[src/hw/rtl/sensor_duty_cycle_sampler_core_macros.svh]
// Assertion macros shared by the duty-cycle sampler RTL.
`ifndef SENSOR_DUTY_CYCLE_SAMPLER_CORE_MACROS_SVH
`define SENSOR_DUTY_CYCLE_SAMPLER_CORE_MACROS_SVH

// Checks a property on every rising edge of clk outside of reset.
`define SDCS_ASSERT(label, prop, msg) \
  label: assert property (@(posedge clk) disable iff (rst) (prop)) else $error(msg);

// Checks that a condition at one edge implies a consequence at the next edge.
`define SDCS_ASSERT_NEXT(label, cond, conseq, msg) \
  label: assert property (@(posedge clk) disable iff (rst) (cond) |=> (conseq)) \
    else $error(msg);

`endif

[src/hw/rtl/sdcs_pkg.sv]
// Types and constants of the particle-sensor duty-cycle sampler.
package sdcs_pkg;

  // Item kinds carried in the input tuser field.
  localparam logic [1:0] ACT_TICK = 2'd0;
  localparam logic [1:0] ACT_READ = 2'd1;
  localparam logic [1:0] ACT_SENT = 2'd2;

  // Configuration register indexes.
  localparam logic [2:0] REG_CYCLE_PERIOD    = 3'd0;
  localparam logic [2:0] REG_WARMUP_TIME     = 3'd1;
  localparam logic [2:0] REG_SAMPLE_TIME     = 3'd2;
  localparam logic [2:0] REG_POLL_PERIOD     = 3'd3;
  localparam logic [2:0] REG_MIN_GOOD_FRAMES = 3'd4;
  localparam logic [2:0] REG_SENSOR_PRESENT  = 3'd5;

  localparam int CFG_BITS   = 20;
  localparam int COUNT_BITS = 8;
  localparam int PM_BITS    = 16;

  // Reset values of the configuration registers.
  localparam logic [CFG_BITS-1:0]   RST_CYCLE_PERIOD    = 20'd300000;
  localparam logic [CFG_BITS-1:0]   RST_WARMUP_TIME     = 20'd30000;
  localparam logic [CFG_BITS-1:0]   RST_SAMPLE_TIME     = 20'd8000;
  localparam logic [CFG_BITS-1:0]   RST_POLL_PERIOD     = 20'd1000;
  localparam logic [COUNT_BITS-1:0] RST_MIN_GOOD_FRAMES = 8'd2;

  localparam logic [COUNT_BITS-1:0] GOOD_MAX = 8'd255;

  // Phase codes as reported in the result.
  localparam logic [1:0] PHASE_CODE_SLEEP  = 2'd0;
  localparam logic [1:0] PHASE_CODE_WARM   = 2'd1;
  localparam logic [1:0] PHASE_CODE_SAMPLE = 2'd2;

  typedef enum logic [2:0] {
    PH_SLEEP  = 3'b001,
    PH_WARM   = 3'b010,
    PH_SAMPLE = 3'b100
  } phase_t;

  // One result item, packed exactly as it leaves on m_tdata.
  typedef struct packed {
    logic               pad;
    logic [PM_BITS-1:0] pm10;
    logic [PM_BITS-1:0] pm25;
    logic [PM_BITS-1:0] pm1;
    logic               reading_valid;
    logic               cycle_skipped;
    logic               cycle_stored;
    logic               frame_polled;
    logic [1:0]         phase;
    logic               fan_on;
  } result_t;

  function automatic logic [1:0] phase_code(phase_t ph);
    logic [1:0] code;
    unique case (ph)
      PH_SLEEP:  code = PHASE_CODE_SLEEP;
      PH_WARM:   code = PHASE_CODE_WARM;
      PH_SAMPLE: code = PHASE_CODE_SAMPLE;
      default:   code = PHASE_CODE_SLEEP;
    endcase
    return code;
  endfunction

endpackage

[src/hw/rtl/sensor_duty_cycle_sampler_core.sv]
// Top level of the particle-sensor duty-cycle sampler.
//
// Items arrive on the s_* stream: s_tuser carries the item kind (tick, read
// request, mark-sent) and s_tdata the frame offered on a tick. Every accepted
// item yields exactly one result transfer on the m_* stream with the fan
// level, the phase after the item, the poll/store/skip flags and, on a valid
// read, the cached concentrations.
// The block has two register stages: an input register that holds the item
// and a result register fed by one pass of counter, compare and select logic.
// An accepted item passes through the input register and then the result
// register, which offers its result. One item is accepted per cycle while
// the receiver takes results; this rate comes from the state update, which
// closes in a single pass through that logic.
// When the receiver stalls, the result register holds its transfer and the
// input register keeps one more item, so s_tready drops only when both are
// full. The user must write configuration via cfg_we/cfg_index/cfg_data only
// while the block is idle, unenforced by it; writes to unused indexes are ignored.
// A synchronous reset empties both stages, restores the register defaults,
// puts the sensor in warm-up with the fan on and clears counters and cache.
module sensor_duty_cycle_sampler_core #(
  parameter int TIME_BITS  = 20,
  parameter int VALUE_BITS = 16
) (
  input  logic        clk,
  input  logic        rst,
  // Input stream.
  input  logic        s_tvalid,
  output logic        s_tready,
  // s_tdata from bit 0: frame_ok(1), frame_pm1(16), frame_pm25(16),
  // frame_pm10(16), zero fill(7).
  input  logic [55:0] s_tdata,
  // s_tuser: action(2).
  input  logic [1:0]  s_tuser,
  // Result stream.
  output logic        m_tvalid,
  input  logic        m_tready,
  // m_tdata from bit 0: fan_on(1), phase(2), frame_polled(1), cycle_stored(1),
  // cycle_skipped(1), reading_valid(1), out_pm1(16), out_pm25(16),
  // out_pm10(16), zero fill(1).
  output logic [55:0] m_tdata,
  // Configuration write port.
  input  logic        cfg_we,
  input  logic [2:0]  cfg_index,
  input  logic [19:0] cfg_data
);

  `include "sensor_duty_cycle_sampler_core_macros.svh"

  // Compare width covers both the counters and the 20-bit registers.
  localparam int CW = (TIME_BITS > sdcs_pkg::CFG_BITS) ? TIME_BITS : sdcs_pkg::CFG_BITS;
  localparam logic [TIME_BITS-1:0] TMAX = {TIME_BITS{1'b1}};

  // Configuration registers.
  logic [sdcs_pkg::CFG_BITS-1:0]   cycle_period;
  logic [sdcs_pkg::CFG_BITS-1:0]   warmup_time;
  logic [sdcs_pkg::CFG_BITS-1:0]   sample_time;
  logic [sdcs_pkg::CFG_BITS-1:0]   poll_period;
  logic [sdcs_pkg::COUNT_BITS-1:0] min_good_frames;
  logic                            sensor_present;

  // Input register.
  logic                         in_valid;
  logic [1:0]                   in_action;
  logic                         in_ok;
  logic [sdcs_pkg::PM_BITS-1:0] in_pm1, in_pm25, in_pm10;

  // Block state.
  sdcs_pkg::phase_t                phase_state, phase_state_next;
  logic                            enable_level, enable_level_next;
  logic [TIME_BITS-1:0]            since_cycle_start, since_cycle_start_next;
  logic [TIME_BITS-1:0]            since_phase_start, since_phase_start_next;
  logic [TIME_BITS-1:0]            since_last_poll, since_last_poll_next;
  logic [TIME_BITS-1:0]            cache_age, cache_age_next;
  logic [sdcs_pkg::COUNT_BITS-1:0] good_count, good_count_next;
  logic [VALUE_BITS-1:0]           last_pm1, last_pm25, last_pm10;
  logic [VALUE_BITS-1:0]           last_pm1_next, last_pm25_next, last_pm10_next;
  logic [VALUE_BITS-1:0]           cached_pm1, cached_pm25, cached_pm10;
  logic                            cache_load;
  logic                            cache_fresh, cache_fresh_next;

  // Result register.
  logic              out_valid;
  sdcs_pkg::result_t out_data, result_next;

  logic advance;
  logic [TIME_BITS-1:0] scs_inc, sps_inc, slp_inc, age_inc;
  logic [TIME_BITS-1:0] poll_load;

  // The item in the input register moves on whenever the result register is
  // empty or its transfer completes in this cycle.
  assign advance  = in_valid && (!out_valid || m_tready);
  assign s_tready = !in_valid || advance;
  assign m_tvalid = out_valid;
  assign m_tdata  = out_data;

  always_ff @(posedge clk) begin
    if (rst) begin
      cycle_period    <= sdcs_pkg::RST_CYCLE_PERIOD;
      warmup_time     <= sdcs_pkg::RST_WARMUP_TIME;
      sample_time     <= sdcs_pkg::RST_SAMPLE_TIME;
      poll_period     <= sdcs_pkg::RST_POLL_PERIOD;
      min_good_frames <= sdcs_pkg::RST_MIN_GOOD_FRAMES;
      sensor_present  <= 1'b0;
    end else if (cfg_we) begin
      case (cfg_index)
        sdcs_pkg::REG_CYCLE_PERIOD:    cycle_period    <= cfg_data;
        sdcs_pkg::REG_WARMUP_TIME:     warmup_time     <= cfg_data;
        sdcs_pkg::REG_SAMPLE_TIME:     sample_time     <= cfg_data;
        sdcs_pkg::REG_POLL_PERIOD:     poll_period     <= cfg_data;
        sdcs_pkg::REG_MIN_GOOD_FRAMES: min_good_frames <= cfg_data[sdcs_pkg::COUNT_BITS-1:0];
        sdcs_pkg::REG_SENSOR_PRESENT:  sensor_present  <= cfg_data[0];
        default: ;
      endcase
    end
  end

  always_ff @(posedge clk) begin
    if (rst) begin
      in_valid <= 1'b0;
    end else if (s_tvalid && s_tready) begin
      in_valid <= 1'b1;
    end else if (advance) begin
      in_valid <= 1'b0;
    end
  end

  always_ff @(posedge clk) begin
    if (s_tvalid && s_tready) begin
      in_action <= s_tuser;
      in_ok     <= s_tdata[0];
      in_pm1    <= s_tdata[16:1];
      in_pm25   <= s_tdata[32:17];
      in_pm10   <= s_tdata[48:33];
    end
  end

  // Elapsed counters saturate at their maximum.
  assign scs_inc = (since_cycle_start == TMAX) ? TMAX : since_cycle_start + 1'b1;
  assign sps_inc = (since_phase_start == TMAX) ? TMAX : since_phase_start + 1'b1;
  assign slp_inc = (since_last_poll == TMAX) ? TMAX : since_last_poll + 1'b1;
  assign age_inc = (cache_age == TMAX) ? TMAX : cache_age + 1'b1;

  // On entry to sampling the poll counter is primed so the first tick polls.
  assign poll_load = (CW'(poll_period) > CW'(TMAX)) ? TMAX : TIME_BITS'(poll_period);

  always_comb begin
    phase_state_next       = phase_state;
    enable_level_next      = enable_level;
    since_cycle_start_next = since_cycle_start;
    since_phase_start_next = since_phase_start;
    since_last_poll_next   = since_last_poll;
    cache_age_next         = cache_age;
    good_count_next        = good_count;
    last_pm1_next          = last_pm1;
    last_pm25_next         = last_pm25;
    last_pm10_next         = last_pm10;
    cache_load             = 1'b0;
    cache_fresh_next       = cache_fresh;
    result_next            = '0;

    case (in_action)
      sdcs_pkg::ACT_TICK: begin
        since_cycle_start_next = scs_inc;
        since_phase_start_next = sps_inc;
        since_last_poll_next   = slp_inc;
        cache_age_next         = age_inc;
        unique case (phase_state)
          sdcs_pkg::PH_SLEEP: begin
            if (CW'(scs_inc) >= CW'(cycle_period)) begin
              enable_level_next      = 1'b1;
              since_cycle_start_next = '0;
              since_phase_start_next = '0;
              phase_state_next       = sdcs_pkg::PH_WARM;
            end
          end
          sdcs_pkg::PH_WARM: begin
            if (CW'(sps_inc) >= CW'(warmup_time)) begin
              good_count_next        = '0;
              since_last_poll_next   = poll_load;
              since_phase_start_next = '0;
              phase_state_next       = sdcs_pkg::PH_SAMPLE;
            end
          end
          sdcs_pkg::PH_SAMPLE: begin
            if (CW'(slp_inc) >= CW'(poll_period)) begin
              since_last_poll_next     = '0;
              result_next.frame_polled = 1'b1;
              if (sensor_present && in_ok) begin
                last_pm1_next  = in_pm1[VALUE_BITS-1:0];
                last_pm25_next = in_pm25[VALUE_BITS-1:0];
                last_pm10_next = in_pm10[VALUE_BITS-1:0];
                if (good_count != sdcs_pkg::GOOD_MAX) begin
                  good_count_next = good_count + 1'b1;
                end
              end
            end
            if (CW'(sps_inc) >= CW'(sample_time)) begin
              // The count and frame include a poll taken on this same tick.
              if (good_count_next >= min_good_frames) begin
                cache_load               = 1'b1;
                cache_age_next           = '0;
                cache_fresh_next         = 1'b1;
                result_next.cycle_stored = 1'b1;
              end else begin
                result_next.cycle_skipped = 1'b1;
              end
              enable_level_next      = 1'b0;
              since_phase_start_next = '0;
              phase_state_next       = sdcs_pkg::PH_SLEEP;
            end
          end
          default: ;
        endcase
      end
      sdcs_pkg::ACT_READ: begin
        if (cache_fresh) begin
          if (CW'(cache_age) < CW'(cycle_period)) begin
            result_next.reading_valid = 1'b1;
            result_next.pm1           = sdcs_pkg::PM_BITS'(cached_pm1);
            result_next.pm25          = sdcs_pkg::PM_BITS'(cached_pm25);
            result_next.pm10          = sdcs_pkg::PM_BITS'(cached_pm10);
          end else begin
            // An expired cache is dropped on the read that finds it.
            cache_fresh_next = 1'b0;
          end
        end
      end
      sdcs_pkg::ACT_SENT: begin
        cache_fresh_next = 1'b0;
      end
      default: ;
    endcase

    result_next.fan_on = enable_level_next;
    result_next.phase  = sdcs_pkg::phase_code(phase_state_next);
  end

  always_ff @(posedge clk) begin
    if (rst) begin
      phase_state       <= sdcs_pkg::PH_WARM;
      enable_level      <= 1'b1;
      since_cycle_start <= '0;
      since_phase_start <= '0;
      since_last_poll   <= '0;
      cache_age         <= '0;
      good_count        <= '0;
      last_pm1          <= '0;
      last_pm25         <= '0;
      last_pm10         <= '0;
      cached_pm1        <= '0;
      cached_pm25       <= '0;
      cached_pm10       <= '0;
      cache_fresh       <= 1'b0;
    end else if (advance) begin
      phase_state       <= phase_state_next;
      enable_level      <= enable_level_next;
      since_cycle_start <= since_cycle_start_next;
      since_phase_start <= since_phase_start_next;
      since_last_poll   <= since_last_poll_next;
      cache_age         <= cache_age_next;
      good_count        <= good_count_next;
      last_pm1          <= last_pm1_next;
      last_pm25         <= last_pm25_next;
      last_pm10         <= last_pm10_next;
      cache_fresh       <= cache_fresh_next;
      if (cache_load) begin
        cached_pm1  <= last_pm1_next;
        cached_pm25 <= last_pm25_next;
        cached_pm10 <= last_pm10_next;
      end
    end
  end

  always_ff @(posedge clk) begin
    if (rst) begin
      out_valid <= 1'b0;
    end else if (advance) begin
      out_valid <= 1'b1;
    end else if (m_tready) begin
      out_valid <= 1'b0;
    end
  end

  always_ff @(posedge clk) begin
    if (advance) begin
      out_data <= result_next;
    end
  end

  // The fan runs exactly while the sensor is awake.
  `SDCS_ASSERT(a_fan_follows_phase, enable_level == (phase_state != sdcs_pkg::PH_SLEEP),
    "fan level disagrees with phase")
  // A sampling end either stores or skips, never both.
  `SDCS_ASSERT(a_store_xor_skip, out_valid |-> !(out_data.cycle_stored && out_data.cycle_skipped),
    "cycle both stored and skipped")
  // Concentrations leave only with a valid reading.
  `SDCS_ASSERT(a_pm_zero_when_invalid,
    (out_valid && !out_data.reading_valid) |->
      (out_data.pm1 == '0 && out_data.pm25 == '0 && out_data.pm10 == '0),
    "concentrations driven without a valid reading")
  // The cache becomes fresh only together with a stored-cycle result.
  `SDCS_ASSERT(a_fresh_from_store, $rose(cache_fresh) |-> (out_valid && out_data.cycle_stored),
    "cache turned fresh without a stored cycle")
  // A completed sampling end leaves the sensor asleep.
  `SDCS_ASSERT_NEXT(a_end_sleeps, advance && (result_next.cycle_stored || result_next.cycle_skipped),
    phase_state == sdcs_pkg::PH_SLEEP && !enable_level, "sampling end did not sleep")

endmodule

[config.mk]
export PLATFORM = sky130hd
export DESIGN_NAME = sensor_duty_cycle_sampler_core
export DESIGN_NICKNAME = d
export VERILOG_FILES = /design/src/hw/rtl/sdcs_pkg.sv /design/src/hw/rtl/sensor_duty_cycle_sampler_core.sv
export VERILOG_INCLUDE_DIRS = /design/src /design/src/hw/rtl
export SDC_FILE = /design/constraint.sdc
export NUM_CORES = 1
export LEC_CHECK = 0
export BUFFER_PORTS_ARGS = -buffer_cell sky130_fd_sc_hd__buf_2
export CAP_MARGIN = 40
export CORE_MARGIN = 1.5
export CORE_UTILIZATION = 35
export CTS_CLUSTER_DIAMETER = 40
export DETAILED_ROUTE_END_ITERATION = 10
export PLACE_DENSITY = 0.6
export REMOVE_ABC_BUFFERS = 1
export SLEW_MARGIN = 20
export SYNTH_ARGS = -nofsm -noshare
export SYNTH_HDL_FRONTEND = slang
export SYNTH_SLANG_ARGS = --single-unit
[constraint.sdc]
create_clock -name clk -period 4.75 [get_ports clk]
set_clock_uncertainty 0.2 [all_clocks]
set_input_delay 0.2375 -clock clk [delete_from_list [all_inputs] [get_ports clk]]
set_output_delay 0.2375 -clock clk [all_outputs]
set_load 0.1 [all_outputs]
==> flow_summary.yaml <==
status:
  status: "finished, violations left"
  violations: "setup timing"
placed_design:
  port_buffers: 135
  dpl.cell_count: 2941
  hpwl_um: 36200
  place_congestion: 0.876
sta:
  fmax_mhz: 195
  hold_violations: 0
  tns_ns: -18.96
  hold_slack_ns: 0.117
  period_needed_ns: 5.12
  drv_slew: 0
  rsz0062_at_grt: "yes"
  setup_ws_ns: -0.373
  slew_headroom: 0.434
  post-route-period-util: 1.08
  worst_pin_slew_ns: 0.849
  setup_viol: 70
floorplan:
  initial_utilization: 0.356
  die_w_um: 235
  io_pins: 144
  fp.dieH_um: 235
  rows: 84
  dieArea_mm2: 0.0552
  fp.coreArea_mm2: 0.0529
setup_path:
  critPathSlowestCell: "ha_1"
  cp.required_ns: 5.03
  r2r_cells: 26
  critPathCaptureType: "flop"
  path_class: "flop to flop"
  cp.depth: 26
  cp_data_arrival_time_ns: 5.41
  cpMostUsedCell: "buf_4"
  critPathMaxStageDelay_ns: 0.35
  crit_family: "simple AND/OR/NAND/NOR gates"
  crit_buf_inv: 5
  crit_path_start_kind: "flop"
  path_max_fanout: 15
cts:
  cts.sinks: 386
  htree_num_levels: 2
  clockBufferDepth: 3
  cts_tree: "built"
  clk-insertion-delay-late_ns: 0.61
  cts-buffers-inserted: 59
  clk_pin_slew_worst_paths_ns: 0.06
  root_buffer: "clkbuf_16"
worst_hold_path:
  hold_path_depth: 2
  min_path_type: "primary input to flop"
global_route:
  grt_pass1_vias: 16700
  antenna_found_initial: 1
  grt-ovfl-total: 0
  grt_max_degree: 93
  grt_pass1_wl_um: 88800
  grtUsageTotal: 0.198
yosys:
  yosysSeqAreaShare: 0.467
  synth_area_leaders: "dfxtp_1, edfxtp_1, nand2_1"
  async_reset_ff_frac: 0
  avgSynthCellArea_um2: 8.82
  synth.cell_area_mm2: 0.0188
  synth_top_area_frac: 0.298
  ys_seq_elements: 386
  syn_inst: 2134
  yosysTopAreaCell: "dfxtp_1"
  ys_warn_count: 0
  ys_types: 72
  ys_dominant_reg_cell: "dfxtp_1"
  synth_edf_count: 106
power_and_ir_drop:
  powerDensity_mw_per_mm2: 348
  switching_share: 0.247
  p_int_mw: 6.39
  switchingPower_mw: 2.10
  p_seq_frac: 0.411
  p_leak_nw: 9.53
  clockPowerShare: 0.524
  pwr-share-comb: 0.065
  ir_drop_mv: 0.279
layout:
  syn2layout_area_growth_pct: 29.6
  antennaDiodeCount: 0
  finalNetCount: 2635
  drive_gt1_frac: 0.205
  instances_no_fill: 3172
route:
  ant_nets: 0
  dr_total_vias: 16700
  drtIter0Drc: 1202
  via_per_inst: 5.27
  wl_um: 56100
  wl_per_cell_um: 17.7
  drc_errors: 0
  drtPass1Iterations: 7
job:
  drv_cap: 0
-- metrics by stage --
stage	util	power (mW)	setup WS (ns)	cell area [um2]
final	0.461	8.49	-0.373	24400
after global routing	0.461	8.76	-0.652	24400
after CTS	0.456	8.56	-0.186	24100
after detailed placement	0.392	4.04	-0.399	20700
after global placement	0.391	4.03	-0.316	20700
after floorplan	-	3.83	-0.904	18200
-- power groups by stage --
stage               sequential (mW)  combinational (mW)  clock [mW]
floorplan                      3.67               0.157           0
global placement               3.56               0.474           0
detailed placement             3.56               0.485           0
CTS                            3.49               0.547        4.52
global route                   3.50               0.595        4.67
finish                         3.49               0.556        4.45
-- cells in the mapped netlist (8+ instances only) --
cell type    n
a211oi_1    34
a211oi_2    27
a21oi_1    240
a221o_1     11
a311oi_1    12
a31oi_1     21
a32o_1      18
and2_1      56
and3_1      28
buf_2       27
buf_4        8
buf_6        8
clkbuf_1    70
dfxtp_1    280
edfxtp_1   106
ha_1       115
inv_1      104
nand2_1    445
nand2b_1    11
nand3_1     81
nand4_1     22
nor2_1     131
nor2b_1     10
nor3_1      30
o211ai_1    33
o21ai_0     44
o31ai_1      9
xnor2_1     18
xor2_1      22
-- registers in the layout (all words and copies together) (netlist names), 16 cells and up --
name and flops:
cycle_period 20, since_cycle_start 20, cache_age 20, since_last_poll 20
cached_pm25 16, poll_period 20, m_tdata 55, in_pm25 16
since_phase_start 20, last_pm10 16, last_pm1 16, in_pm1 16
cached_pm10 16, cached_pm1 16, sample_time 20, in_pm10 16
last_pm25 16, warmup_time 20
-- layer usage --
layer | wire [um] | vias to the layer above | share of wire | track usage
met1 | 25000 | 8029 | 0.45 | 0.248
met4 | 1420 | 0 | 0.025 | 0.0734
met2 | 27000 | 440 | 0.48 | 0.340
met5 | 0 | - | 0 | 0
li1 | - | 8150 | - | -
met3 | 2780 | 95 | 0.050 | 0.0347
-- final timing paths --
check                           slack, ns                           to                             start
worst max-delay path                -0.37  cached_pm10[8]$_SDFFE_PP0P_  since_last_poll[11]$_SDFFE_PP0P_
worst min-delay path                 0.12        in_pm10[14]$_DFFE_PP_                       s_tdata[47]
worst max register to register      -0.37  cached_pm10[8]$_SDFFE_PP0P_  since_last_poll[11]$_SDFFE_PP0P_
worst min register to register       0.25  cached_pm25[0]$_SDFFE_PP0P_         last_pm25[0]$_SDFFE_PP0P_
-- cell usage in the layout (no fill, tap or decap), drive strengths merged, types with 6 or more instances in the layout --
| cell type | instances |
|---|---|
| a32o | 18 |
| a41oi | 7 |
| and2 | 57 |
| a311oi | 12 |
| nor3 | 34 |
| a21oi | 242 |
| dfxtp | 280 |
| buf | 276 |
| a221o | 11 |
| bufinv | 6 |
| nand2 | 447 |
| and4 | 7 |
| inv | 116 |
| xor2 | 22 |
| clkbuf | 78 |
| xnor2 | 18 |
| a31oi | 21 |
| nand4 | 23 |
| clkinv | 15 |
| o31ai | 9 |
| a211oi | 61 |
| nor2b | 10 |
| and3 | 29 |
| nand2b | 11 |
| a21o | 7 |
| o211ai | 35 |
| o21a | 7 |
| nand3 | 84 |
| edfxtp | 106 |
| o21ai | 47 |
| nor2 | 131 |
| ha | 115 |
| dlygate4sd3 | 79 |
-- cell families after synthesis --
family,Yosys count,share of synthesized area
flip-flops,386,0.467
multiplexers,6,0.00352
other,1,0.000199
AND/OR/NAND/NOR,852,0.203
XOR/XNOR,40,0.0186
adder cells (fa/ha/maj),115,0.0765
buffers and inverters,224,0.0513
AO/OA/AOI/OAI,510,0.180
-- cell type report --
cell class / count / area (um2)
inverters: 104 / 390
clock inverters: 37 / 447
repair buffers: 359 / 2860
well taps: 688 / 861
clock buffers: 74 / 1610
multi-input cells: 1524 / 9420
fillers: 5004 / 28500
flip-flops and latches: 386 / 8800
-- repair_timing --
| action | in CTS | in global routing |
|---|---|---|
| gates cloned | 2 | 4 |
| gates resized for setup | 52 | 35 |
| pin swaps | 13 | 20 |
| endpoints found under the setup margin | 71 | 97 |
| hold buffers | 79 | 0 |
| buffers inserted | 36 | 5 |
| hold endpoints to repair | 156 | 0 |
(Power assumes the default switching activity.)
